File: src/hw/rtl/smg_pkg.sv
// ----------------------------------------------------------------------------
// smg_pkg
// Types, constants and tables shared by the sphere mesh point generator.
// ----------------------------------------------------------------------------
`timescale 1ns / 1ps
package smg_pkg;

    localparam int MAX_SECTORS = 256;
    localparam int MAX_STACKS  = 256;

    // configuration register indexes
    typedef enum logic [1:0] {
        CFG_RADIUS  = 2'd0,
        CFG_SECTORS = 2'd1,
        CFG_STACKS  = 2'd2
    } t_cfg_idx;

    localparam logic [15:0] RADIUS_RST  = 16'd256;
    localparam logic [8:0]  SECTORS_RST = 9'd36;
    localparam logic [8:0]  STACKS_RST  = 9'd18;

    // long division: stages times steps covers a 32 bit quotient
    localparam int DIV_STAGES = 8;
    localparam int DIV_STEPS  = 4;

    // sin / cos series
    localparam int N_TERMS = 7;
    localparam int SC_LAT  = 3 + 3 * N_TERMS + 1;
    localparam logic [31:0] TWO_PI_Q29 = 32'd3373259426;

    localparam logic [7:0] SIN_DIV [N_TERMS] = '{
        8'd6, 8'd20, 8'd42, 8'd72, 8'd110, 8'd156, 8'd210
    };
    localparam logic [7:0] COS_DIV [N_TERMS] = '{
        8'd2, 8'd12, 8'd30, 8'd56, 8'd90, 8'd132, 8'd182
    };
    localparam logic [31:0] SIN_RECIP [N_TERMS] = '{
        32'((64'd1 << 32) / 64'd6),   32'((64'd1 << 32) / 64'd20),
        32'((64'd1 << 32) / 64'd42),  32'((64'd1 << 32) / 64'd72),
        32'((64'd1 << 32) / 64'd110), 32'((64'd1 << 32) / 64'd156),
        32'((64'd1 << 32) / 64'd210)
    };
    localparam logic [31:0] COS_RECIP [N_TERMS] = '{
        32'((64'd1 << 32) / 64'd2),   32'((64'd1 << 32) / 64'd12),
        32'((64'd1 << 32) / 64'd30),  32'((64'd1 << 32) / 64'd56),
        32'((64'd1 << 32) / 64'd90),  32'((64'd1 << 32) / 64'd132),
        32'((64'd1 << 32) / 64'd182)
    };

    typedef logic signed [31:0] t_q30;

    typedef struct packed {
        logic [16:0] first_index;
        logic [16:0] tex_s;
        logic [16:0] tex_t;
        logic        point_valid;
        logic        tri_a_valid;
        logic        tri_b_valid;
    } t_side;

    typedef struct packed {
        logic signed [16:0] pos_x;
        logic signed [16:0] pos_y;
        logic signed [16:0] pos_z;
        logic signed [15:0] norm_x;
        logic signed [15:0] norm_y;
        logic signed [15:0] norm_z;
        logic [16:0]        tex_s;
        logic [16:0]        tex_t;
        logic [16:0]        first_index;
        logic               tri_a_valid;
        logic               tri_b_valid;
        logic               point_valid;
    } t_result;

endpackage

File: src/hw/rtl/smg_phase.sv
// ----------------------------------------------------------------------------
// smg_phase
// Grid point to angle phases, texture coordinates and triangle flags, by
// four pipelined long divisions by the sector and stack counts.
// ----------------------------------------------------------------------------
`timescale 1ns / 1ps
module smg_phase (
    input  logic           i_clk,
    input  logic           i_rst_n,
    input  logic           i_en,
    input  logic           i_vld,
    input  logic [8:0]     i_stack,
    input  logic [8:0]     i_sector,
    input  logic [8:0]     i_sectors,
    input  logic [8:0]     i_stacks,
    output logic           o_vld,
    output logic [31:0]    o_ph_theta,
    output logic [31:0]    o_ph_phi,
    output smg_pkg::t_side o_side
);
    import smg_pkg::*;

    localparam int N_LANES    = 4;
    localparam int LANE_THETA = 0;
    localparam int LANE_PHI   = 1;
    localparam int LANE_TEXS  = 2;
    localparam int LANE_TEXT  = 3;

    typedef struct packed {
        logic [7:0]  rem;
        logic [31:0] w;
        logic [31:0] q;
    } t_lane;

    typedef struct packed {
        logic [16:0] first_index;
        logic        point_valid;
        logic        tri_a_valid;
        logic        tri_b_valid;
        logic        qh_i;
        logic        qh_j;
    } t_pside;

    function automatic t_lane div_step(t_lane v, logic [8:0] d);
        t_lane      o;
        logic [8:0] t;
        o = v;
        for (int n = 0; n < DIV_STEPS; n++) begin
            t   = {o.rem, o.w[31]};
            o.w = {o.w[30:0], 1'b0};
            if (t >= d) begin
                t   = t - d;
                o.q = {o.q[30:0], 1'b1};
            end else begin
                o.q = {o.q[30:0], 1'b0};
            end
            o.rem = t[7:0];
        end
        return o;
    endfunction

    logic       r0_vld;
    logic [8:0] r0_i;
    logic [8:0] r0_j;

    t_lane  n_init [N_LANES];
    t_pside n_pside;
    logic [7:0]  ri;
    logic [7:0]  rj;
    logic [18:0] n_k1;

    t_lane  n_lane [DIV_STAGES][N_LANES];
    t_lane  r_lane [DIV_STAGES][N_LANES];
    t_pside r_pside [DIV_STAGES];
    logic   r_dvld [DIV_STAGES];

    always_ff @(posedge i_clk) begin
        if (!i_rst_n) begin
            r0_vld <= 1'b0;
        end else if (i_en) begin
            r0_vld <= i_vld;
        end
    end

    always_ff @(posedge i_clk) begin
        if (i_en) begin
            r0_i <= i_stack;
            r0_j <= i_sector;
        end
    end

    // remainder after the integer part, which is 0 or 1 on the grid
    always_comb begin
        ri = (r0_i < i_stacks) ? r0_i[7:0] : 8'd0;
        rj = (r0_j < i_sectors) ? r0_j[7:0] : 8'd0;
        n_k1 = 19'(r0_i) * 19'({1'b0, i_sectors} + 10'd1) + 19'(r0_j);

        n_pside.first_index = n_k1[16:0];
        n_pside.point_valid = (r0_i <= i_stacks) && (r0_j <= i_sectors);
        n_pside.tri_a_valid = (r0_i < i_stacks) && (r0_j < i_sectors) && (r0_i != 9'd0);
        n_pside.tri_b_valid = (r0_i < i_stacks) && (r0_j < i_sectors)
                              && (r0_i != i_stacks - 9'd1);
        n_pside.qh_i = (r0_i == i_stacks);
        n_pside.qh_j = (r0_j == i_sectors);

        n_init[LANE_THETA].rem = rj;
        n_init[LANE_THETA].w   = 32'(i_sectors[8:1]);
        n_init[LANE_THETA].q   = '0;
        // leading step of the phi division is folded into the start value
        n_init[LANE_PHI].rem   = {1'b0, ri[7:1]};
        n_init[LANE_PHI].w     = {ri[0], 31'(i_stacks[8:1])};
        n_init[LANE_PHI].q     = '0;
        // sixteen idle steps shift the remainder in from the top
        n_init[LANE_TEXS].rem  = 8'd0;
        n_init[LANE_TEXS].w    = {16'(rj), 16'(i_sectors[8:1])};
        n_init[LANE_TEXS].q    = '0;
        n_init[LANE_TEXT].rem  = 8'd0;
        n_init[LANE_TEXT].w    = {16'(ri), 16'(i_stacks[8:1])};
        n_init[LANE_TEXT].q    = '0;
    end

    always_comb begin
        for (int l = 0; l < N_LANES; l++) begin
            n_lane[0][l] = div_step(n_init[l], (l % 2 == 1) ? i_stacks : i_sectors);
        end
        for (int s = 1; s < DIV_STAGES; s++) begin
            for (int l = 0; l < N_LANES; l++) begin
                n_lane[s][l] = div_step(r_lane[s-1][l],
                                        (l % 2 == 1) ? i_stacks : i_sectors);
            end
        end
    end

    always_ff @(posedge i_clk) begin
        if (!i_rst_n) begin
            for (int s = 0; s < DIV_STAGES; s++) begin
                r_dvld[s] <= 1'b0;
            end
        end else if (i_en) begin
            r_dvld[0] <= r0_vld;
            for (int s = 1; s < DIV_STAGES; s++) begin
                r_dvld[s] <= r_dvld[s-1];
            end
        end
    end

    always_ff @(posedge i_clk) begin
        if (i_en) begin
            r_pside[0] <= n_pside;
            for (int s = 1; s < DIV_STAGES; s++) begin
                r_pside[s] <= r_pside[s-1];
            end
            for (int s = 0; s < DIV_STAGES; s++) begin
                for (int l = 0; l < N_LANES; l++) begin
                    r_lane[s][l] <= n_lane[s][l];
                end
            end
        end
    end

    assign o_vld      = r_dvld[DIV_STAGES-1];
    assign o_ph_theta = r_lane[DIV_STAGES-1][LANE_THETA].q;
    assign o_ph_phi   = {r_pside[DIV_STAGES-1].qh_i, r_lane[DIV_STAGES-1][LANE_PHI].q[30:0]};

    always_comb begin
        o_side.first_index = r_pside[DIV_STAGES-1].first_index;
        o_side.tex_s       = {r_pside[DIV_STAGES-1].qh_j,
                              r_lane[DIV_STAGES-1][LANE_TEXS].q[15:0]};
        o_side.tex_t       = {r_pside[DIV_STAGES-1].qh_i,
                              r_lane[DIV_STAGES-1][LANE_TEXT].q[15:0]};
        o_side.point_valid = r_pside[DIV_STAGES-1].point_valid;
        o_side.tri_a_valid = r_pside[DIV_STAGES-1].tri_a_valid;
        o_side.tri_b_valid = r_pside[DIV_STAGES-1].tri_b_valid;
    end

endmodule

File: config.mk
export PLATFORM = sky130hd
export DESIGN_NAME = smg_phase
export DESIGN_NICKNAME = d
export VERILOG_FILES = /design/src/hw/rtl/smg_pkg.sv /design/src/hw/rtl/smg_phase.sv
export SDC_FILE = /design/constraint.sdc
export NUM_CORES = 2
export LEC_CHECK = 0
export CAP_MARGIN = 30
export CORE_MARGIN = 10
export CORE_UTILIZATION = 25
export CTS_CLUSTER_SIZE = 20
export DETAILED_ROUTE_END_ITERATION = 8
export DONT_BUFFER_PORTS = 1
export PLACE_DENSITY = 0.47
export SLEW_MARGIN = 20
export SYNTH_ARGS = -nofsm -noshare
export SYNTH_HDL_FRONTEND = slang
export SYNTH_SLANG_ARGS = --single-unit
File: constraint.sdc
create_clock -name i_clk -period 13 [get_ports i_clk]
set_input_delay 0.65 -clock i_clk [delete_from_list [all_inputs] [get_ports i_clk]]
set_output_delay 0.65 -clock i_clk [all_outputs]
set_load 0.02 [all_outputs]
==> impl_metrics.json <==
{
  "synth.distinct_cells": 94,
  "first_pass_iters": 6,
  "crit_slowest_cell": "edfxtp_1",
  "syn_avg_cell_area_um2": 10.1,
  "fin_nets": 9595,
  "dieWidth_um": 598,
  "fin_crit_sh": 0.817,
  "grt_usage": 0.125,
  "viasPerCell": 4.90,
  "synth-seq-cells": 931,
  "drive_gt1_frac": 0.109,
  "synthFlopType": "edfxtp_1",
  "numPortBuffers": 0,
  "hold_path_class": "in2reg",
  "grt_pass1_vias": 64000,
  "endpoint_kind": "register",
  "pin_count": 159,
  "antenna_found_initial": 15,
  "synth_edf_count": 929,
  "clock_latency_ns": 0.87,
  "final-max-slew-violation-count": 0,
  "tightest_slew_ns": 1.02,
  "grt_max_degree": 232,
  "slowest_delay_ns": 0.83,
  "cts_sinks": 931,
  "finClkSkew_ns": 0.0364,
  "placed_cells": 12500,
  "status": "finished, final reports clean",
  "synthesis.nets": 9594,
  "worstSetupPathType": "reg2reg",
  "dieArea_mm2": 0.358,
  "yosys_warnings": 0,
  "stdcell_count": 12800,
  "tritoncts": "yes",
  "clockBufferDepth": 4,
  "grt_pass1_wl_mm": 363,
  "std_cell_rows": 212,
  "grt-ovfl-total": 0,
  "required_ns": 13.60,
  "final_hold_viol_count": 0,
  "period_minus_slack_ns": 10.63,
  "antenna_left": 0,
  "synth_async_sr_flop_share": 0,
  "clk_pin_slew_ns": 0.06,
  "syn_area_mm2": 0.0836,
  "htreeDepth": 3,
  "max_freq_ghz": 0.0941,
  "vias": 62700,
  "ys_seq_area_frac": 0.334,
  "critPathMaxFanout": 16,
  "gp_congestion": 0.829,
  "root_buffer": "clkbuf_16",
  "relSlewSlack": 0.321,
  "place_hpwl_mm": 164,
  "area_growth_pct": 11.5,
  "cp-start-kind": "register",
  "rsz0062_at_grt": "no",
  "tns_ns": 0,
  "die_h_um": 598,
  "wl_mm": 232,
  "initial_core_util": 0.251,
  "drc": 0,
  "critical_path_arrival_ns": 11.22,
  "core_area_mm2": 0.333,
  "setup_viol": 0,
  "avgRoutedWirePerCell_um": 18.1,
  "cts_resized": 0,
  "max_cap_viol_count": 0,
  "syn_inst": 8303,
  "dr.first_iter.drc_count": 3340,
  "cts_made_buffers": 122
}
[critical path, delay by kind of cell, from the launching register on]
| kind | cells | cell delay, ns |
|---|---|---|
| mux | 1 | 0.36 |
| buf+inv | 4 | 0.82 |
| fa+ha+maj | 5 | 1.57 |
| flops | 1 | 0.83 |
| compound gates | 19 | 5.25 |
| simple gates | 10 | 1.49 |
[final timing paths]
check / from / endpoint / slack [ns] / cells after the start
max: r0_i[1]$_DFFE_PP_ / r_lane[0][197]$_DFFE_PP_ / 2.37 / 39
min: i_sectors[0] / r_lane[1][401]$_DFFE_PP_ / 0.1 / 2
max reg2reg: r0_i[1]$_DFFE_PP_ / r_lane[0][197]$_DFFE_PP_ / 2.37 / 39
min reg2reg: r_lane[1][704]$_DFFE_PP_ / r_lane[1][980]$_DFFE_PP_ / 0.40 / 0
[synth_stat cells (45+ instances only)]
cell      number  share of area
a211oi_1      50         0.0045
a21o_1       226          0.020
a21oi_1      578          0.035
a31oi_1       59         0.0044
and2_1        93         0.0070
and3_1        83         0.0062
buf_4        122          0.011
clkbuf_1     103         0.0046
edfxtp_1     929           0.33
fa_1         124          0.030
ha_1        1127           0.17
inv_1        384          0.017
mux2_2       427          0.058
mux2i_1       94          0.011
nand2_1      393          0.018
nand2b_1     138          0.010
nand3_1      141         0.0084
nand4_1      105         0.0079
nor2_1       624          0.028
nor2b_1      147          0.011
nor3_1       222          0.013
o211ai_1      46         0.0041
o21a_1       241          0.022
o21ai_0      443          0.027
o21bai_1      77         0.0069
o31ai_1       45         0.0040
or2_2         74         0.0055
or3_1         56         0.0042
xnor2_1      451          0.047
xor2_1       186          0.019
[cell usage in the layout (no fill, tap or decap), types with 40 or more instances in the layout]
cell type      count
o31a_1            40
edfxtp_1         929
mux2_2           427
dlygate4sd3_1     40
fa_1             124
o31ai_1           45
or2_2             74
buf_4             81
nor2_1           624
a21oi_1          578
ha_1            1125
or3_1             56
xor2_1           186
nor3_1           221
nor2b_1          147
and2_1            93
o21a_1           241
xnor2_1          446
a21o_1           226
nand2_1          393
and3_1            83
o211ai_1          46
nand2b_1         138
a21boi_0          40
a31oi_1           59
clkbuf_16        123
nand3_1          141
inv_1            366
a211oi_1          48
mux2i_1           94
o21bai_1          77
nand4_1          105
o21ai_0          442
[repair_timing]
item	CTS	global route
setup buffers	0	0
hold buffers	41	0
hold endpoints to repair	175	0
[cell families after synthesis]
group / count (synthesis) / share of synthesized area
mux: 528 / 0.0700
xor+xnor: 637 / 0.0668
buf+inv: 675 / 0.0363
flops: 931 / 0.334
compound gates: 2123 / 0.167
fa+ha+maj: 1251 / 0.198
simple gates: 2158 / 0.128
[layer usage]
layer  up-vias  global-route usage  part of all wire  wire length [um]
li1      31000                   -                 -                 -
met1     30300               0.161              0.46            106000
met2      1042               0.220              0.48            112000
met3       340              0.0163             0.035              8210
met4         6              0.0335             0.027              6180
met5         -                   0           0.00016                38
[state kept, by name (all words and copies together), names as in the netlist]
name     count
r_dvld       8
r_pside    176
r0_i         9
r0_j         9
r0_vld       1
r_lane     728
[layout make-up]
type	instances	area (um2)
clock buffers	141	3150
inverters	404	1530
multi-input cells	6697	52700
fillers	34700	240000
clock inverters	83	916
flip-flops and latches	931	27900
repair buffers	148	1500
diodes	3	7.51
well taps	4387	5490
[through the flow]
stage / utilization / hold WS, ns / worst slack, ns / instance area [um2]
final: 0.280 / 0.0964 / 2.37 / 93200
after global routing: 0.280 / 0.0369 / 1.42 / 93200
after CTS: 0.279 / 0.00112 / 2.43 / 93100
after detailed placement: 0.266 / 0.405 / 2.20 / 88600
after global placement: 0.266 / 0.402 / 2.19 / 88500
after floorplan: - / 0.400 / 1.39 / 83600
Power is not shown: default switching activity piles up to over one toggle a cycle in this logic, so the estimate is an artifact.
